$ cat config.mk
export PLATFORM = sky130hd
export DESIGN_NAME = jet_ctrl
export DESIGN_NICKNAME = d
export VERILOG_FILES = /design/src/rtl/jet_pkg.sv /design/src/rtl/jet_ctrl.sv
export SDC_FILE = /design/constraint.sdc
export NUM_CORES = 1
export LEC_CHECK = 0
export BUFFER_PORTS_ARGS = -buffer_cell sky130_fd_sc_hd__buf_2
export CORE_AREA = 2 2 39 41
export DETAILED_ROUTE_END_ITERATION = 16
export DIE_AREA = 0 0 41 43
export PLACE_DENSITY_LB_ADDON = 0.2
export SKIP_CTS_REPAIR_TIMING = 1
export SYNTH_ARGS = -nofsm -noshare
export SYNTH_HDL_FRONTEND = slang
export SYNTH_SLANG_ARGS = --single-unit
$ cat constraint.sdc
create_clock -name i_clk -period 1.68 [get_ports i_clk]
set_input_delay 0.084 -clock i_clk [delete_from_list [all_inputs] [get_ports i_clk]]
set_output_delay 0.084 -clock i_clk [all_outputs]
set_load 0.03 [all_outputs]
$ cat src/rtl/jet_pkg.sv
package jet_pkg;

    localparam int COORD_WIDTH    = 12;
    localparam int ITER_WIDTH     = 16;
    localparam int FRAC_BITS      = 28;
    localparam int CMP_WIDTH      = 32;
    localparam int STEP_WIDTH     = 31;
    localparam int PROD_WIDTH     = 2 * CMP_WIDTH;
    localparam int MAP_WIDTH      = COORD_WIDTH + STEP_WIDTH;
    localparam int CFG_IDX_WIDTH  = 3;
    localparam int CFG_DATA_WIDTH = 32;
    localparam int BYTE_WIDTH     = 8;
    localparam int IN_TDATA_WIDTH = ((2 * COORD_WIDTH + 7) / 8) * 8;
    localparam int OUT_BITS       = ITER_WIDTH + 3 * BYTE_WIDTH;
    localparam int OUT_TDATA_WIDTH = ((OUT_BITS + 7) / 8) * 8;

    localparam int ESC_EXP = 2 * FRAC_BITS + 2;
    localparam logic ESC_ON = (ESC_EXP < PROD_WIDTH);
    localparam logic [PROD_WIDTH-1:0] ESC_LIMIT =
        PROD_WIDTH'(1) << (ESC_EXP % PROD_WIDTH);

    localparam logic [BYTE_WIDTH-1:0] BYTE_FULL = 8'hFF;
    localparam logic [BYTE_WIDTH-1:0] BYTE_ZERO = 8'h00;

    localparam logic signed [PROD_WIDTH-1:0] SAT_HI = PROD_WIDTH'(64'sd2147483647);
    localparam logic signed [PROD_WIDTH-1:0] SAT_LO = -PROD_WIDTH'(64'sd2147483648);

    typedef enum logic [2:0] {
        ST_IDLE,
        ST_START,
        ST_MUL,
        ST_UPD,
        ST_DONE
    } t_state;

    typedef enum logic [CFG_IDX_WIDTH-1:0] {
        REG_CONST_REAL  = 3'd0,
        REG_CONST_IMAG  = 3'd1,
        REG_ORIGIN_REAL = 3'd2,
        REG_ORIGIN_IMAG = 3'd3,
        REG_STEP_REAL   = 3'd4,
        REG_STEP_IMAG   = 3'd5,
        REG_ITER_LIMIT  = 3'd6
    } t_reg_idx;

    typedef struct packed {
        logic signed [CMP_WIDTH-1:0] const_real;
        logic signed [CMP_WIDTH-1:0] const_imag;
        logic signed [CMP_WIDTH-1:0] origin_real;
        logic signed [CMP_WIDTH-1:0] origin_imag;
        logic [STEP_WIDTH-1:0]       step_real;
        logic [STEP_WIDTH-1:0]       step_imag;
        logic [ITER_WIDTH-1:0]       iteration_limit;
    } t_cfg;

    typedef struct packed {
        logic take;
        logic start;
        logic mul;
        logic step;
        logic emit;
    } t_dp_cmd;

    typedef struct packed {
        logic escape;
        logic at_limit;
        logic out_free;
    } t_dp_status;

    function automatic logic signed [CMP_WIDTH-1:0] sat32(
        input logic signed [PROD_WIDTH-1:0] v
    );
        logic signed [CMP_WIDTH-1:0] r;
        if (v > SAT_HI) begin
            r = SAT_HI[CMP_WIDTH-1:0];
        end else if (v < SAT_LO) begin
            r = SAT_LO[CMP_WIDTH-1:0];
        end else begin
            r = v[CMP_WIDTH-1:0];
        end
        return r;
    endfunction

endpackage

$ cat src/rtl/jet_ctrl.sv
module jet_ctrl (
    input  logic                i_clk,
    input  logic                i_rst_n,
    input  logic                i_in_valid,
    output logic                o_in_ready,
    input  jet_pkg::t_dp_status i_status,
    output jet_pkg::t_dp_cmd    o_cmd
);
    import jet_pkg::*;

    t_state r_state;
    t_state n_state;

    always_ff @(posedge i_clk) begin
        if (!i_rst_n) begin
            r_state <= ST_IDLE;
        end else begin
            r_state <= n_state;
        end
    end

    always_comb begin
        n_state    = r_state;
        o_in_ready = 1'b0;
        o_cmd      = '0;
        case (r_state)
            ST_IDLE: begin
                o_in_ready = 1'b1;
                if (i_in_valid) begin
                    o_cmd.take = 1'b1;
                    n_state    = ST_START;
                end
            end
            ST_START: begin
                o_cmd.start = 1'b1;
                n_state     = ST_MUL;
            end
            ST_MUL: begin
                o_cmd.mul = 1'b1;
                n_state   = ST_UPD;
            end
            ST_UPD: begin
                if (i_status.escape || i_status.at_limit) begin
                    n_state = ST_DONE;
                end else begin
                    o_cmd.step = 1'b1;
                    n_state    = ST_MUL;
                end
            end
            ST_DONE: begin
                if (i_status.out_free) begin
                    o_cmd.emit = 1'b1;
                    n_state    = ST_IDLE;
                end
            end
            default: n_state = ST_IDLE;
        endcase
    end

endmodule

* After elaboration in Yosys (flattened, before gate mapping) *
Cells that the tools add are included.

operators by class
  add/subtract/negate cells = 0
  multiply operators = 0
  divide/modulo/power cells = 0
  order comparisons = 0
  eq/ne operators = 6
  shifts and indexed selects = 0
  multiplexer cells = 13
  bitwise operators = 0
  reduce and logical (&&, ||, !) cells = 3

operators by type and width
  operator            count
  $pmux 3 s5          1
  $mux 1              9
  $mux 3              3
  $eq 3x2->1 const B  2
  $ne 2x2->1 const B  2
  $eq 3x1->1 const B  1
  $eq 3x3->1 const B  1
  $logic_not 3->1     1
  $reduce_and 2->1    1
  $logic_or 1x1->1    1

storage, ports and cells
  register bits after elaboration = 3
  latch bits = 0
  bits in writable memories = 0
  ROM bits = 0
  logic and storage cells = 23
  memories kept = 0

* Logic depth before layout (Yosys ltp) *
Gate-level depths: netlist (run 1).

  word-level depth = 3
  mapped depth = 3
  gate-level depth less buffers = 2

* Least setup slack after synthesis (run 1) *
No wires, ideal clock.

  kind = reg-to-output
  start point = register r_state[1]
  end point = output port o_cmd[4] (netlist name)
  arrival time = 1.573 ns
  required time = 1.596 ns
  setup slack = 0.023 ns
  stages on the path, launching flop included = 4
  cells stage by stage = dfxtp_1 > buf_2 > nor3_1 > and2_1

RTL lines
  item                    RTL line        source
  start, declared         jet_ctrl.sv:11  t_state r_state;
  start signal, assigned  jet_ctrl.sv:18  r_state <= n_state;
  end, declared           jet_ctrl.sv:7   output jet_pkg::t_dp_cmd o_cmd

==> results of run 1 <==
-- routing by layer --
layer	vias to the layer above	share of wire [%]	track usage [%]	routed length [um]
met3	0	4.5	1.571	22
met4	0	0	8.000	0
li1	107	-	-	-
met2	6	57	8.750	278
met5	-	0	0	0
met1	94	39	6.410	189
-- stage by stage --
step,util (%),total power [uW],area (um^2)
floorplan,-,131.0,187.7
global placement,18.26,150.8,252.7
detailed placement,18.26,150.9,252.7
CTS,20.16,284.9,279.0
global route,20.16,292.4,279.0
finish,20.16,277.5,279.0
-- cell type report --
cell class | instances | share of cell area [%]
flip-flops and latches | 3 | 21.52
multi-input cells | 16 | 40.81
clock buffers | 4 | 9.417
repair buffers | 11 | 19.73
inverters | 1 | 1.345
well taps | 16 | 7.175
-- cells in the mapped netlist, drive strengths merged --
cell | n | area share, %
o32ai | 1 | 8.7
and3 | 1 | 4.0
dfxtp | 3 | 32
nand3b | 2 | 8.0
o21ai | 1 | 2.7
nor2 | 2 | 4.0
o211a | 1 | 5.3
inv | 1 | 2.0
nor3 | 2 | 5.3
nor4 | 2 | 6.7
or3b | 1 | 4.7
nor3b | 2 | 8.0
and2 | 1 | 3.3
buf | 2 | 5.3
-- worst paths after layout --
path	endpoint	depth (start not counted)	start
setup / recovery	o_cmd[4]	3	r_state[1]
hold / removal	r_state[2]	2	i_status[0]
setup reg to reg	r_state[2]	2	r_state[2]
hold reg to reg	r_state[0]	1	r_state[2]
-- power by group through the flow --
| stage | registers, uW | logic [uW] | clock network [uW] |
|---|---|---|---|
| 2_1_floorplan | 78.9 | 52.1 | 0 |
| 6_report | 87.1 | 61.7 | 129 |
| 5_1_grt | 88.7 | 66.6 | 137 |
| 3_3_place_gp | 88.0 | 62.7 | 0 |
| 4_1_cts | 87.1 | 62.8 | 135 |
| 3_5_place_dp | 88.0 | 62.8 | 0 |
-- kinds of logic (layout without fill, tap and decap cells) --
family	Yosys count	after routing	synth area share [%]
buffers and inverters	3	16	7.332
DFF	3	3	32.00
AOI/OAI and AO/OA	3	3	16.67
and+or+nand+nor	13	13	44.00
-- critical path, cell delays in order, from the launching register on --
cell and delay, ns:
dfxtp_1 0.38, nor3_1 0.25, and2_1 0.15, buf_2 0.19
-- cell usage in the layout, fill, tap and decap left out --
cell type,netlist,layout
and2_1,1,1
clkbuf_1,0,1
o211a_1,1,1
dfxtp_1,3,3
inv_1,1,1
o21ai_0,1,1
nor3b_1,2,2
nor3_1,2,2
and3_2,1,1
clkbuf_4,0,3
nor2_1,2,2
or3b_1,1,1
nand3b_1,2,2
buf_2,2,11
o32ai_2,1,1
nor4_1,2,2
==> metrics.md, run 1 <==
| Metric | Value |
|---|---|
| Outcome | completed |
| Largest registers | r_state: 3 flops |
| Final GP Congestion | between 0.6 and 0.7 |
| Worst Max-Slew Pin Slew | 0.2731 ns |
| Critical Path Start Type | register |
| # clock sinks | 3 |
| Die area | 0.001763 mm^2 |
| R2R Setup Slk | 0.57 ns |
| Nets | 42 |
| Req. time, crit path | 1.60 ns |
| Initial antenna violation count | 0 |
| IO Port Bufs | 11 |
| Fillers | 166 |
| Pin count of the biggest net entering global routing | 10 |
| First-pass GRT wire length | 724 um |
| CP Capture Type | output port |
| Layout area overhead | 48.67% |
| Internal | 188.3 uW |
| Worst-skew pair later-pin latency | 0.23 ns |
| Seq cells post-synth | 3 |
| CTS buffer count | 3 |
| Critical path class | reg2out |
| Setup TNS | 0 ns |
| Final setup fails | 0 |
| Yosys warning count | 0 |
| Slew Limit Fails | 0 |
| Gr usage total | 6.319% |
| Mapped cell area | 187.7 um^2 |
| Vias per Instance | 4.059 |
| CTS Root Cell | clkbuf_4 |
| Via Count | just over 200 |
| Clock-pin slew on the worst setup and hold paths | around 0.040 ns |
| CTS tree | yes |
| CP Max Fanout | 9 |
| Synth unique cells | 14 |
| Fin. Hold Viols | 0 |
| Register Area | between 60 and 70 um^2 |
| Combinational Power Share | about 22% |
| Worst slew margin | 81.77% |
| CTS Buffer Depth | 2 |
| VDD IR-drop max | slightly below 200 uV |
| Most flops, register | r_state |
| Max Clock Skew | approximately 0.00045 ns |
| Initial core utilization | 13.56% |
| # diodes | 0 |
| Non-filler cells, final | 51 |
| Vias in the first global route | 198 |
| Pre-CTS setup slack | 0.5677 ns |
| Post-Syn Area per Cell | 8.531 um^2 |
| Critical Path AT | 1.19 ns |
| Net Count, Synth | 28 |
| LEAKAGE | 0.0001317 uW |
| Syn Inst Count | 22 |
| Placed insts | 47 |
| Flip-flop count of the largest register after layout | 3 |
| Min Hold Slack | 0.07691 ns |
| Antenna-violating nets left | 0 |
| Fmax | 784.0 MHz |
| Cell Pwr Density | 994.5 mW/mm^2 |
| Final cycle utilization of the critical path | 75.93% |
| First-pass iteration count of the detailed router | 2 |
| Sequential share of power | 31.4% |
| Top-Level Pins | 12 |
| Sw Ratio | 32.15% |
| Total Wirelength | 489 um |
| Core ar. | about 0.0014 mm^2 |
| Hold Crit Class | in2reg |
| Max Cap Violations | 0 |
| Die H | 43 um |
| Routed wire length per instance | 9.588 um |
| Psw | 89.21 uW |
| DRC viols | 0 |
| Area of the multi-input gates | ~110 um^2 |
| Unrepaired setup endpoints after global routing | no |
| Clock network power share | 46.4% |
| H-Tree Level Count | 1 |
| Die width | 41 um |
| Sequential share of the synthesized area | between 30 and 40% |
| Grt total ovfl | 0 |
| Final worst setup slack | 0.4044 ns |
| Fraction of layout cells with a size suffix above 1 | 45.71% |
| Post-layout min period | 1.276 ns |
| Placement row count | 14 |
| Starting DRT DRC Count | 2 |
(Power assumes the default switching activity.)
==> run 2, diff against run 1 <==
==> constraint.sdc (replaced) <==
create_clock -name i_clk -period 1.1 [get_ports i_clk]
set_input_delay 0.055 -clock i_clk [delete_from_list [all_inputs] [get_ports i_clk]]
set_output_delay 0.055 -clock i_clk [all_outputs]
set_load 0.03 [all_outputs]
==> metrics.md, run 2 (synthesis gave the netlist of run 1 again) <==
| Metric | Value |
|---|---|
| Outcome | complete, but fails checks |
| Failing checks | negative setup slack |
| DRC viols | 0 (unchanged) |
| Worst slew margin | 85.32% (+3.6 points) |
| Worst-skew pair later-pin latency | 0.23 ns (about the same) |
| Combinational Power Share | 27.0% (+4.8 points) |
| Routed wire length per instance | 10.46 um (+9.1%) |
| DP Area | 276.5 um^2 (+9.4%) |
| Critical Path Start Type | register |
| Total Wirelength | 544 um (+11%) |
| Initial core utilization | 13.56% (unchanged) |
| Final worst setup slack | -0.09309 ns (-0.4975 ns) |
| Gr usage total | 7.229% (+0.91 points) |
| Die H | 43 um (unchanged) |
| Via Count | 229 (+11%) |
| Die width | 41 um (unchanged) |
| IO Port Bufs | 11 (unchanged) |
| CP Capture Type | output port |
| # diodes | 0 (unchanged) |
| Top-Level Pins | 12 (unchanged) |
| Internal | 311.1 uW (+65%) |
| CTS Buffer Depth | 2 (unchanged) |
| H-Tree Level Count | 1 (unchanged) |
| Fraction of layout cells with a size suffix above 1 | 66.67% (+21 points) |
| Starting DRT DRC Count | 3 (+1) |
| Max Cap Violations | 0 (unchanged) |
| Initial antenna violation count | 0 (unchanged) |
| Most frequent cells in the layout | buf_2 (6), buf_4 (4), clkbuf_4 (3) |
| Post-route cell area | 339.1 um^2 (+22%) |
| Hold Crit Start | i_status[0] |
| Grt total ovfl | 0 (unchanged) |
| Critical path class | reg2out |
| Core ar. | 0.001384 mm^2 (unchanged) |
| Die area | 0.001763 mm^2 (unchanged) |
| Metal3 WL | 36 um (+64%) |
| Layout area overhead | 80.67% |
| Met2 WL | 266 um (-4.3%) |
| Vias per Instance | 4.404 (+8.5%) |
| Min Hold Slack | 0.03064 ns (-0.04627 ns) |
| Vias in the first global route | 174 (-12%) |
| Clock network power share | 42.8% (-3.6 points) |
| Max Clock Skew | 0.005398 ns (+0.004948 ns) |
| Nets | 43 (+2.4%) |
| Cell Pwr Density | 1345 mW/mm^2 (+35%) |
| Post-layout min period | approximately 1.2 ns |
| # clock sinks | 3 (unchanged) |
| Unrepaired setup endpoints after global routing | yes |
| Placement row count | 14 (unchanged) |
| Antenna-violating nets left | 0 (unchanged) |
| Most flops, register | r_state |
| FF-to-FF Start | r_state[1] |
| First-pass GRT wire length | 731 um (+0.97%) |
| Commonest non-fill, non-tap cell in the layout | buf_2 |
| CTS tree | yes |
| Critical Path AT | 1.14 ns (-0.05 ns) |
| VDD IR-drop max | 403.1 uV (+100%) |
| Clock-pin slew on the worst setup and hold paths | 0.04 ns (about the same) |
| CTS buffer count | 3 (unchanged) |
| Hold Crit Class | in2reg |
| Largest registers | r_state: 3 flops |
| Post-Route M1 WL | 233 um (+23%) |
| First-pass iteration count of the detailed router | 4 (+2) |
| Slew Limit Fails | 0 (unchanged) |
| Fin. Hold Viols | 0 (unchanged) |
| Sw Ratio | 31.80% (-0.35 points) |
| Final cycle utilization of the critical path | 108.5% |
| Fmax | 838.2 MHz |
| Worst Max-Slew Pin Slew | 0.2179 ns (-0.05528 ns) |
| Critical path launch point | r_state[2] |
| R2R Setup Slk | 0.05 ns (-0.52 ns) |
| Final setup fails | 4 (+4) |
| CP Max Fanout | 7 (-2) |
| Psw | 145.1 uW (+63%) |
| Pin count of the biggest net entering global routing | 10 (unchanged) |
| Final GP Congestion | 0.7517 (+9.6%) |
| LEAKAGE | 0.0001527 uW (+16%) |
| CTS Root Cell | clkbuf_4 |
| Uppermost routed layer | met4 |
| DP HPWL | ~370 um |
| Req. time, crit path | 1.04 ns (-0.56 ns) |
| Fillers | 158 (-4.8%) |
| Flip-flop count of the largest register after layout | 3 (unchanged) |
| Sequential share of power | 30.2% (-1.2 points) |
## run 2: worst max-delay path: stages (launching register included)
cell	delay, ns
dfxtp_2	0.32
buf_6	0.13
nand3b_1	0.17
nor3_2	0.11
buf_4	0.18
## run 2: final cells by class
class | count | area (um^2) | share of cell area [%]
tap | 16 | 20.02 | 5.904
multi-input combinational | 16 | 137.6 | 40.59
sequential | 3 | 68.82 | 20.30
clock buffer | 4 | 26.28 | 7.749
timing repair buffer | 12 | 82.58 | 24.35
inverter | 1 | 3.754 | 1.107
## run 2: per-layer routing
metal,up-vias,global-route usage (%)
met5,-,0
met2,9,6.563
met3,2,4.712
met1,107,8.682
li1,111,-
met4,0,10.00
## run 2: power by group through the flow
stage | clock network (uW) | registers [uW] | logic [uW]
global placement | 0 | 136 | 104
detailed placement | 0 | 137 | 103
global route | 216 | 141 | 131
floorplan | 0 | 121 | 87.8
CTS | 205 | 135 | 103
finish | 195 | 138 | 123
## run 2: through the flow
stage	setup TNS [ns]	util, %	total power [uW]	cells	setup slack [ns]
global route	-0.5619	24.50	487.6	52	-0.1595
CTS	-0.8491	21.88	443.2	52	-0.2037
finish	-0.2353	24.50	456.1	52	-0.09309
floorplan	-0.4508	-	208.7	22	-0.1747
detailed placement	0	19.98	239.9	48	0.02120
global placement	0	19.98	240.5	48	0.04197
## run 2: path summary, 6_finish.rpt
kind,to,cells past startpoint
setup reg to reg,r_state[2],2
hold reg to reg,r_state[0],1
hold / removal,r_state[2],2
setup / recovery,o_cmd[1],4
