==> config.mk <==
export PLATFORM = sky130hd
export DESIGN_NAME = jet_cfg_regs
export DESIGN_NICKNAME = d
export VERILOG_FILES = /design/src/rtl/jet_pkg.sv /design/src/rtl/jet_cfg_regs.sv
export SDC_FILE = /design/constraint.sdc
export NUM_CORES = 1
export LEC_CHECK = 0
export BUFFER_PORTS_ARGS = -buffer_cell sky130_fd_sc_hd__buf_2
export CAP_MARGIN = 20
export CORE_ASPECT_RATIO = 2
export CORE_MARGIN = 2
export CORE_UTILIZATION = 50
export CTS_CLUSTER_SIZE = 14
export DETAILED_ROUTE_END_ITERATION = 8
export HOLD_SLACK_MARGIN = 0.08
export PLACE_DENSITY = 0.83
export SLEW_MARGIN = 20
export SYNTH_ARGS = -nofsm -noshare
export SYNTH_HDL_FRONTEND = slang
export SYNTH_SLANG_ARGS = --single-unit
==> constraint.sdc <==
create_clock -name i_clk -period 2.3 [get_ports i_clk]
set_input_delay 0.115 -clock i_clk [delete_from_list [all_inputs] [get_ports i_clk]]
set_output_delay 0.115 -clock i_clk [all_outputs]
set_load 0.02 [all_outputs]
==> src/rtl/jet_pkg.sv <==
package jet_pkg;

    localparam int COORD_WIDTH    = 12;
    localparam int ITER_WIDTH     = 16;
    localparam int FRAC_BITS      = 28;
    localparam int CMP_WIDTH      = 32;
    localparam int STEP_WIDTH     = 31;
    localparam int PROD_WIDTH     = 2 * CMP_WIDTH;
    localparam int MAP_WIDTH      = COORD_WIDTH + STEP_WIDTH;
    localparam int CFG_IDX_WIDTH  = 3;
    localparam int CFG_DATA_WIDTH = 32;
    localparam int BYTE_WIDTH     = 8;
    localparam int IN_TDATA_WIDTH = ((2 * COORD_WIDTH + 7) / 8) * 8;
    localparam int OUT_BITS       = ITER_WIDTH + 3 * BYTE_WIDTH;
    localparam int OUT_TDATA_WIDTH = ((OUT_BITS + 7) / 8) * 8;

    localparam int ESC_EXP = 2 * FRAC_BITS + 2;
    localparam logic ESC_ON = (ESC_EXP < PROD_WIDTH);
    localparam logic [PROD_WIDTH-1:0] ESC_LIMIT =
        PROD_WIDTH'(1) << (ESC_EXP % PROD_WIDTH);

    localparam logic [BYTE_WIDTH-1:0] BYTE_FULL = 8'hFF;
    localparam logic [BYTE_WIDTH-1:0] BYTE_ZERO = 8'h00;

    localparam logic signed [PROD_WIDTH-1:0] SAT_HI = PROD_WIDTH'(64'sd2147483647);
    localparam logic signed [PROD_WIDTH-1:0] SAT_LO = -PROD_WIDTH'(64'sd2147483648);

    typedef enum logic [2:0] {
        ST_IDLE,
        ST_START,
        ST_MUL,
        ST_UPD,
        ST_DONE
    } t_state;

    typedef enum logic [CFG_IDX_WIDTH-1:0] {
        REG_CONST_REAL  = 3'd0,
        REG_CONST_IMAG  = 3'd1,
        REG_ORIGIN_REAL = 3'd2,
        REG_ORIGIN_IMAG = 3'd3,
        REG_STEP_REAL   = 3'd4,
        REG_STEP_IMAG   = 3'd5,
        REG_ITER_LIMIT  = 3'd6
    } t_reg_idx;

    typedef struct packed {
        logic signed [CMP_WIDTH-1:0] const_real;
        logic signed [CMP_WIDTH-1:0] const_imag;
        logic signed [CMP_WIDTH-1:0] origin_real;
        logic signed [CMP_WIDTH-1:0] origin_imag;
        logic [STEP_WIDTH-1:0]       step_real;
        logic [STEP_WIDTH-1:0]       step_imag;
        logic [ITER_WIDTH-1:0]       iteration_limit;
    } t_cfg;

    typedef struct packed {
        logic take;
        logic start;
        logic mul;
        logic step;
        logic emit;
    } t_dp_cmd;

    typedef struct packed {
        logic escape;
        logic at_limit;
        logic out_free;
    } t_dp_status;

    function automatic logic signed [CMP_WIDTH-1:0] sat32(
        input logic signed [PROD_WIDTH-1:0] v
    );
        logic signed [CMP_WIDTH-1:0] r;
        if (v > SAT_HI) begin
            r = SAT_HI[CMP_WIDTH-1:0];
        end else if (v < SAT_LO) begin
            r = SAT_LO[CMP_WIDTH-1:0];
        end else begin
            r = v[CMP_WIDTH-1:0];
        end
        return r;
    endfunction

endpackage

==> src/rtl/jet_cfg_regs.sv <==
module jet_cfg_regs (
    input  logic                                 i_clk,
    input  logic                                 i_rst_n,
    input  logic                                 i_cfg_valid,
    output logic                                 o_cfg_ready,
    input  logic [jet_pkg::CFG_IDX_WIDTH-1:0]    i_cfg_index,
    input  logic [jet_pkg::CFG_DATA_WIDTH-1:0]   i_cfg_data,
    output jet_pkg::t_cfg                        o_cfg
);
    import jet_pkg::*;

    localparam logic [CFG_DATA_WIDTH-1:0] ITER_MAX_CFG =
        CFG_DATA_WIDTH'({ITER_WIDTH{1'b1}});

    t_cfg r_cfg;
    t_cfg n_cfg;

    assign o_cfg_ready = 1'b1;
    assign o_cfg       = r_cfg;

    always_comb begin
        n_cfg = r_cfg;
        if (i_cfg_valid) begin
            case (t_reg_idx'(i_cfg_index))
                REG_CONST_REAL:  n_cfg.const_real  = i_cfg_data[CMP_WIDTH-1:0];
                REG_CONST_IMAG:  n_cfg.const_imag  = i_cfg_data[CMP_WIDTH-1:0];
                REG_ORIGIN_REAL: n_cfg.origin_real = i_cfg_data[CMP_WIDTH-1:0];
                REG_ORIGIN_IMAG: n_cfg.origin_imag = i_cfg_data[CMP_WIDTH-1:0];
                REG_STEP_REAL:   n_cfg.step_real   = i_cfg_data[STEP_WIDTH-1:0];
                REG_STEP_IMAG:   n_cfg.step_imag   = i_cfg_data[STEP_WIDTH-1:0];
                REG_ITER_LIMIT: begin
                    if (i_cfg_data > ITER_MAX_CFG) begin
                        n_cfg.iteration_limit = {ITER_WIDTH{1'b1}};
                    end else begin
                        n_cfg.iteration_limit = i_cfg_data[ITER_WIDTH-1:0];
                    end
                end
                default: n_cfg = r_cfg;
            endcase
        end
    end

    always_ff @(posedge i_clk) begin
        if (!i_rst_n) begin
            r_cfg.const_real      <= -CMP_WIDTH'(32'sd187904819);
            r_cfg.const_imag      <= CMP_WIDTH'(32'sd72517838);
            r_cfg.origin_real     <= -CMP_WIDTH'(32'sd268435456);
            r_cfg.origin_imag     <= -CMP_WIDTH'(32'sd268435456);
            r_cfg.step_real       <= STEP_WIDTH'(662258);
            r_cfg.step_imag       <= STEP_WIDTH'(524288);
            r_cfg.iteration_limit <= ITER_WIDTH'(128);
        end else begin
            r_cfg <= n_cfg;
        end
    end

endmodule

# ---- Word level (Yosys, flattened, before mapping)
# Index checks and enable logic that the tools add are counted.
dict set report totals {
  register_bits 206
  latch_bits 0
  ramBits 0
  rom_bits 0
  input_bits 38
  mem_count 0
}
dict set report classes {
  n_addsub 0
  n_mul 0
  div 0
  n_lt_le_gt_ge 1
  n_eq_ne 6
  n_shift 0
  mux 1
  n_bitwise 0
  n_reduce_logical 8
}
# cell n
set op_table {}
lappend op_table {{$gt A32 B16 Y1 const B} 1}
lappend op_table {{$mux W16} 1}
lappend op_table {{$reduce_and A2 Y1} 7}
lappend op_table {{$eq A3 B3 Y1 const B} 3}
lappend op_table {{$eq A3 B2 Y1 const B} 2}
lappend op_table {{$eq A3 B1 Y1 const B} 1}
lappend op_table {{$logic_not A3 Y1} 1}

# ---- Logic depth before layout (Yosys ltp)
# Gate-level depths: netlist of run 1.
dict set report logic_depth {
  ltp_word 2
  mapped_depth 6
  depth_no_buf 3
}

# ---- Least setup slack after synthesis of run 1
# OpenSTA, ideal clock, no wires.
dict set report synth_timing {
  kind {input to register}
  startpoint {input i_cfg_index[0] (netlist name)}
  endpoint {register r_cfg (netlist bit o_cfg[179])}
  setup_time_ns 0.116
  t_arrival_ns 1.041
  path_slack_ns 1.142
  path_stages 5
  path_buffers 2
  path_cell_list {or4b_1 > buf_2 > buf_2 > nand2_1 > a21boi_1}
}
dict set report synth_between {
  elab_chain_len 2
}
# item line
set synth_rtl {}
lappend synth_rtl {{from (decl)} jet_cfg_regs.sv:6} ;# input logic [jet_pkg::CFG_IDX_WIDTH-1:0] i_cfg_index,
lappend synth_rtl {{$logic_not A3 Y1} jet_cfg_regs.sv:24} ;# case (t_reg_idx'(i_cfg_index))
lappend synth_rtl {{$reduce_and A2 Y1 (no line)} n/a}
lappend synth_rtl {{to (signal assigned)} jet_cfg_regs.sv:53} ;# r_cfg <= n_cfg;
lappend synth_rtl {{to (decl)} jet_cfg_regs.sv:15} ;# t_cfg r_cfg;
# No other way between the ends.
# A chain may end at the register's enable or synchronous reset.

# ---- Worst setup path after layout of run 1
dict set report layout_timing {
  startpoint {input i_cfg_data[26] (netlist name)}
  endpoint {register r_cfg (netlist bit o_cfg[5])}
}
dict set report layout_between {
  elab_chain_len 2
}
# item line
set layout_rtl {}
lappend layout_rtl {{from (decl)} jet_cfg_regs.sv:7} ;# input logic [jet_pkg::CFG_DATA_WIDTH-1:0] i_cfg_data,
lappend layout_rtl {{$gt A32 B16 Y1} jet_cfg_regs.sv:32} ;# if (i_cfg_data > ITER_MAX_CFG) begin
lappend layout_rtl {{$mux W16} jet_cfg_regs.sv:32}
# No other way between the ends.

==> qor.yml, run 1 <==
clock_network:
  clk_latency_ps: 480
  postCtsSetupRepairBufs: 0
  cts-root-buf: "clkbuf_16"
  numClockSinks: 206
  clkTransAtPathRegs_ps: 60
  tritoncts: "done"
  htree_levels: 1
  clockBufferDepth: 3
  cts_buffers: 19
worst_setup_path:
  critPathTopFamily: "simple AND/OR/NAND/NOR gates"
  cp.required_ps: 2630
  critical_path_buf_inv_count: 2
  criticalPathCategory: "in2reg"
  endpoint_kind: "flop"
  critical_path.max_fanout: 16
  slowest_delay_ps: 690
  crit_chain: "dlygate4sd3_1 > buf_2 > nor4_1 > and4_1 > a21oi_1"
  cp.arrival_ps: 2110
  crit_path_start_kind: "primary input"
  cpMaxStageDelayCell: "and4_1"
detailed_routing:
  ant_nets: 0
  drc_errors: 0
  routed_via_density: 5.357
  num_vias: 7280
  firstDrtPassIters: 5
  wire_per_inst_um: 17.57
  routed_wirelength_mm: 23.88
  drt_iter0_markers: 353
floorplanning:
  core-area_sq_um: 15130
  die_h_um: 179.1
  initial_core_util_pct: 50.64
  dieWidth_um: 91.54
  ios: 245
  dieArea_sq_um: 16390
  fp-row-count: 64
synthesis:
  yosysMostFrequentCell: "nand2_1"
  syn-num-nets: 958
  synthAdderAreaFrac_pct: 0
  synth_mux_area_share_pct: 0
  syn_area_sq_um: 7664
  synth_top_family_by_area: "simple AND/OR/NAND/NOR gates"
  synth-seq-cells: 206
  synth_edf_count: 0
  yosysTopAreaCell: "dfxtp_1"
  synth_cells: 920
  synth_area_per_cell_sq_um: 8.330
  synthSimpleGateAreaFrac_pct: 25.22
  synth_common_cells: "nand2_1, dfxtp_1, a21boi_1"
  synth_top_cell_area_share_pct: 53.81
  ys_types: 26
  synthFlopType: "dfxtp_1"
  synth_area_leaders: "dfxtp_1, nand2_1, a21boi_1"
  synth.yosys.warnings: 0
  yosys.area_share.xor_xnor_pct: 0
  async_flop_share_pct: 0
  synth_compound_gate_area_share_pct: 15.93
  synth_seq_area_share_pct: 53.81
cells_and_area:
  register_area_sq_um: 4124
  largest_reg_flops: 206
  multi_input_area_sq_um: 3158
  diodes: 0
  nNetsFinal: 1194
  finalNonFillerCells: 1359
  fillCellCount: 1262
  syn2layout_area_growth_pct: 27.80
  layout-drive-gt1-share_pct: 24.63
  postLayoutCellArea_sq_um: 9794
timing:
  finalClockSkew_ps: 0
  post-route-period-util_pct: 77.67
  timing.fmax_mhz: 559.8
  finalSetupViolCount: 0
  worstMarginPinSlew_ps: 716.7
  tns_ps: 0
  slew_headroom_pct: 52.22
  drv_slew: 0
  final.min_clock_period_ps: 1786
  hold_viol: 0
  hold_ws_ps: 91.94
  rsz0062_at_grt: "false"
grt:
  antenna_found_initial: 0
  grt_overflow_total: 0
  grt_pass1_wl_mm: 37.05
  grtUsageTotal_pct: 28.38
  grt_max_degree: 73
  grt_pass1_vias: 7005
place:
  placed_cell_area_sq_um: 8926
  hpwl_mm: 15.97
  portBuffers: 243
  dp.cells: 1302
  gp_congestion: 0.8224
power_and_ir_drop:
  ir_drop_mv: 0.5512
  p_leak_uw: 0.004348
  powerDensity_nw_per_um2: 751.7
status:
  outcome: "complete, no violations"
hold_path:
  min_path_type: "in2reg"
job:
  drv_cap: 0
[cells by family (layout without fill, tap and decap cells)]
| kind of cell | after synthesis | after routing |
|---|---|---|
| flops | 206 | 206 |
| buf+inv | 76 | 317 |
| simple gates | 464 | 464 |
| other cells | 1 | 1 |
| compound gates | 173 | 173 |
[metal layers]
layer  share of wire, %  GRT usage, %
met1                 39         34.98
met3                9.1         6.263
met5                  0             0
met4                2.3         8.460
met2                 49         49.36
[power by group]
part	switching [uW]	internal (uW)	leakage, uW
clock network	1300	1680	0.000274
registers	48.2	3660	0.00167
logic	440	240	0.00240
[path summary, 6_finish.rpt]
path	start	endpoint	cells past startpoint	slack [ps]
worst max-delay path	i_cfg_data[26]	o_cfg[5]$_SDFFE_PN0P_	5	510
worst max register to register	o_cfg[0]$_SDFFE_PN0P_	o_cfg[0]$_SDFFE_PN0P_	2	1580
worst min-delay path	i_cfg_data[17]	o_cfg[95]$_SDFFE_PN0P_	4	90
worst min register to register	o_cfg[40]$_SDFFE_PN0P_	o_cfg[40]$_SDFFE_PN0P_	2	450
[per-stage QoR]
stage / utilization [%] / total power (uW) / setup slack, ps
final: 64.72 / 7363 / 513.6
after global routing: 64.72 / 7578 / 486.3
after CTS: 64.72 / 7387 / 560.4
after detailed placement: 58.98 / 4419 / 572.2
after global placement: 58.98 / 4403 / 617.2
after floorplan: - / 4145 / 1142
[worst register-to-register path: stages (launching register included)]
cell and delay (ps):
dfxtp_1 310, o21ai_0 190, a21oi_1 70
[placed cells by master (no fill, tap or decap), types with 4 or more instances in the layout]
cell           instances
a21boi_0              10
a21boi_1             132
a21oi_1               16
buf_12                 4
buf_2                242
buf_4                 14
clkbuf_16             19
dfxtp_1              206
dlygate4sd3_1         31
nand2_1              380
nand3_1               48
nor2_1                15
nor4_1                 4
o21ai_0               14
[area by class of cell]
type | instances | share of cell area (%)
clock inverter | 3 | 0.4854
clock buffer | 23 | 5.212
sequential | 206 | 42.11
timing repair buffer | 291 | 17.42
tap | 198 | 2.529
multi-input combinational | 638 | 32.24
[timing repair]
item / in CTS / in global routing
resized for setup: 0 / 0
hold buffers: 31 / 0
endpoints found under the hold margin: 194 / 0
No activity file was read; power rests on OpenSTA's default activity.
==> run 2: changes to the inputs <==
- ABC_AREA: not set -> 1
- CORE_UTILIZATION: 50 -> 45
- PLACE_DENSITY: 0.83 -> 0.8
- clock period: 2.3 -> 1.5 ns (I/O delays scaled with it)
==> qor.yml, run 2 <==
status:
  outcome: "complete, no violations"
floorplanning:
  dieWidth_um: 93.30
  ios: 245
  initial_core_util_pct: 45.72
  dieArea_sq_um: 17040
  core-area_sq_um: 15700
  die_h_um: 182.6
  fp-row-count: 65
worst_setup_path:
  critPathLaunch: "i_cfg_data[28]"
  crit_path_start_kind: "primary input"
  cp.arrival_ps: 1610
  endpoint_kind: "flop"
  r2r_setup_slack_ps: 750
  worstReg2RegStart: "o_cfg[194]$_SDFFE_PN0P_"
  cp.required_ps: 1880
  critical_path.max_fanout: 16
  criticalPathCategory: "in2reg"
cells_and_area:
  register_area_sq_um: 4124
  final_common_cell: "buf_2"
  largest_reg_flops: 206
  syn2layout_area_growth_pct: 31.97
  layout-drive-gt1-share_pct: 26.81
  fillCellCount: 1370
  nNetsFinal: 1149
  layout_common_cells: "buf_2, dfxtp_1, nand2_1"
  postLayoutCellArea_sq_um: 9472
  diodes: 0
  multi_input_area_sq_um: 2539
  fin_util_pct: 60.34
detailed_routing:
  firstDrtPassIters: 4
  ant_nets: 0
  wl_met1_mm: 8.483
  routed_wirelength_mm: 23.49
  drt_iter0_markers: 461
  wl_met3_mm: 1.419
  routed_via_density: 5.235
  drc_errors: 0
  num_vias: 6910
  met2RoutedLength_mm: 12.31
  dr.max_layer_used: "met4"
  wire_per_inst_um: 17.79
power_and_ir_drop:
  p_leak_uw: 0.004629
  p_int_uw: 8747
  swShare_pct: 24.25
  p_switching_uw: 2801
  comb_power_share_pct: 9.9
  power_frac_clock_pct: 40.4
  seqPwrFrac_pct: 49.8
  ir_drop_mv: 1.061
  powerDensity_nw_per_um2: 1219
timing:
  post-route-period-util_pct: 82.06
  timing.fmax_mhz: 812.4
  tns_ps: 0
  hold_viol: 0
  finalClockSkew_ps: 0
  rsz0062_at_grt: "false"
  drv_slew: 0
  finalSetupViolCount: 0
  final.min_clock_period_ps: 1231
  worstMarginPinSlew_ps: 504.1
  slew_headroom_pct: 66.40
clock_network:
  numClockSinks: 206
  cts_buffers: 19
  clk_latency_ps: 460
  htree_levels: 1
  cts-root-buf: "clkbuf_16"
  clockBufferDepth: 3
  cts_resized: 0
  tritoncts: "done"
  clkTransAtPathRegs_ps: 70
synthesis:
  synthFlopType: "dfxtp_1"
  syn-num-nets: 901
  syn_area_sq_um: 7177
  yosysMostFrequentCell: "dfxtp_1"
  synth.yosys.warnings: 0
  synth_area_per_cell_sq_um: 8.316
  synth_edf_count: 0
  synth-seq-cells: 206
  synth_cells: 863
  yosysTopAreaCell: "dfxtp_1"
  synth_top_cell_area_share_pct: 57.46
  synth_area_leaders: "dfxtp_1, a21oi_1, o21ai_0"
  async_flop_share_pct: 0
  ys_types: 22
  synth_seq_area_share_pct: 57.46
  synth_common_cells: "dfxtp_1, nand2_1, a21oi_1"
grt:
  grt_pass1_wl_mm: 35.63
  grt_overflow_total: 0
  antenna_found_initial: 0
  grt_max_degree: 80
  grtUsageTotal_pct: 26.77
  grt_pass1_vias: 6665
place:
  placed_cell_area_sq_um: 8552
  portBuffers: 243
  hpwl_mm: 16.35
  gp_congestion: 0.8406
job:
  drv_cap: 0
hold_path:
  hold_path_startpoint: "i_cfg_index[1]"
  min_path_type: "in2reg"
[run 2: what timing repair did]
item | 4_1_cts | 5_1_grt
endpoints found under the setup margin | 0 | 0
buffers inserted | 0 | 0
endpoints found under the hold margin | 173 | 0
hold buffers | 33 | 0
[run 2: per-layer routing]
layer / GRT usage [%] / vias up
li1: - / 3337
met4: 15.65 / 0
met5: 0 / -
met1: 29.61 / 3203
met2: 47.40 / 297
met3: 4.129 / 73
[run 2: layout make-up]
type / count / share of cell area (%)
Clock inverter: 1 / 0.3170
Tap cell: 201 / 2.655
Sequential cell: 206 / 43.54
Inverter: 57 / 2.259
Clock buffer: 28 / 5.905
Multi-Input combinational cell: 537 / 26.80
Timing Repair Buffer: 290 / 18.52
[run 2: worst paths after layout]
path | to | cells after the start
worst min register to register | o_cfg[84]$_SDFFE_PN0P_ | 2
worst min-delay path | o_cfg[88]$_SDFFE_PN0P_ | 5
worst max-delay path | o_cfg[10]$_SDFFE_PN0P_ | 9
worst max register to register | o_cfg[194]$_SDFFE_PN0P_ | 2
[run 2: cells by family (layout without fill, tap and decap cells)]
logic type / after synthesis / after routing / synth area share (%)
buf+inv: 120 / 376 / 7.304
simple gates: 253 / 253 / 14.19
compound gates: 283 / 283 / 20.99
flops: 206 / 206 / 57.46
other cells: 1 / 1 / 0.05225
[run 2: critical path, stage by stage]
cell and delay [ps]:
dlygate4sd3_1 530, buf_2 180, nor2_1 110, nand2_1 110, nor2_2 120, buf_4 240, nand3_1 120, nand2_1 80
inv_1 30
[run 2: stage by stage]
step	total power, uW	hold WS, ps	std cells	worst slack [ps]
2_1_floorplan	6477	188.2	863	584.0
3_3_place_gp	6907	342.8	1258	323.7
3_5_place_dp	6929	345.0	1258	259.7
4_1_cts	11620	86.39	1320	288.5
5_1_grt	11930	119.7	1320	171.1
6_report	11550	110.4	1320	269.1
[run 2: power groups by stage]
stage	clock [uW]	combinational, uW	sequential [uW]
6_report	4660	1140	5750
5_1_grt	4940	1230	5760
4_1_cts	4740	1140	5740
3_5_place_dp	0	1060	5860
3_3_place_gp	0	1050	5860
2_1_floorplan	0	395	6080
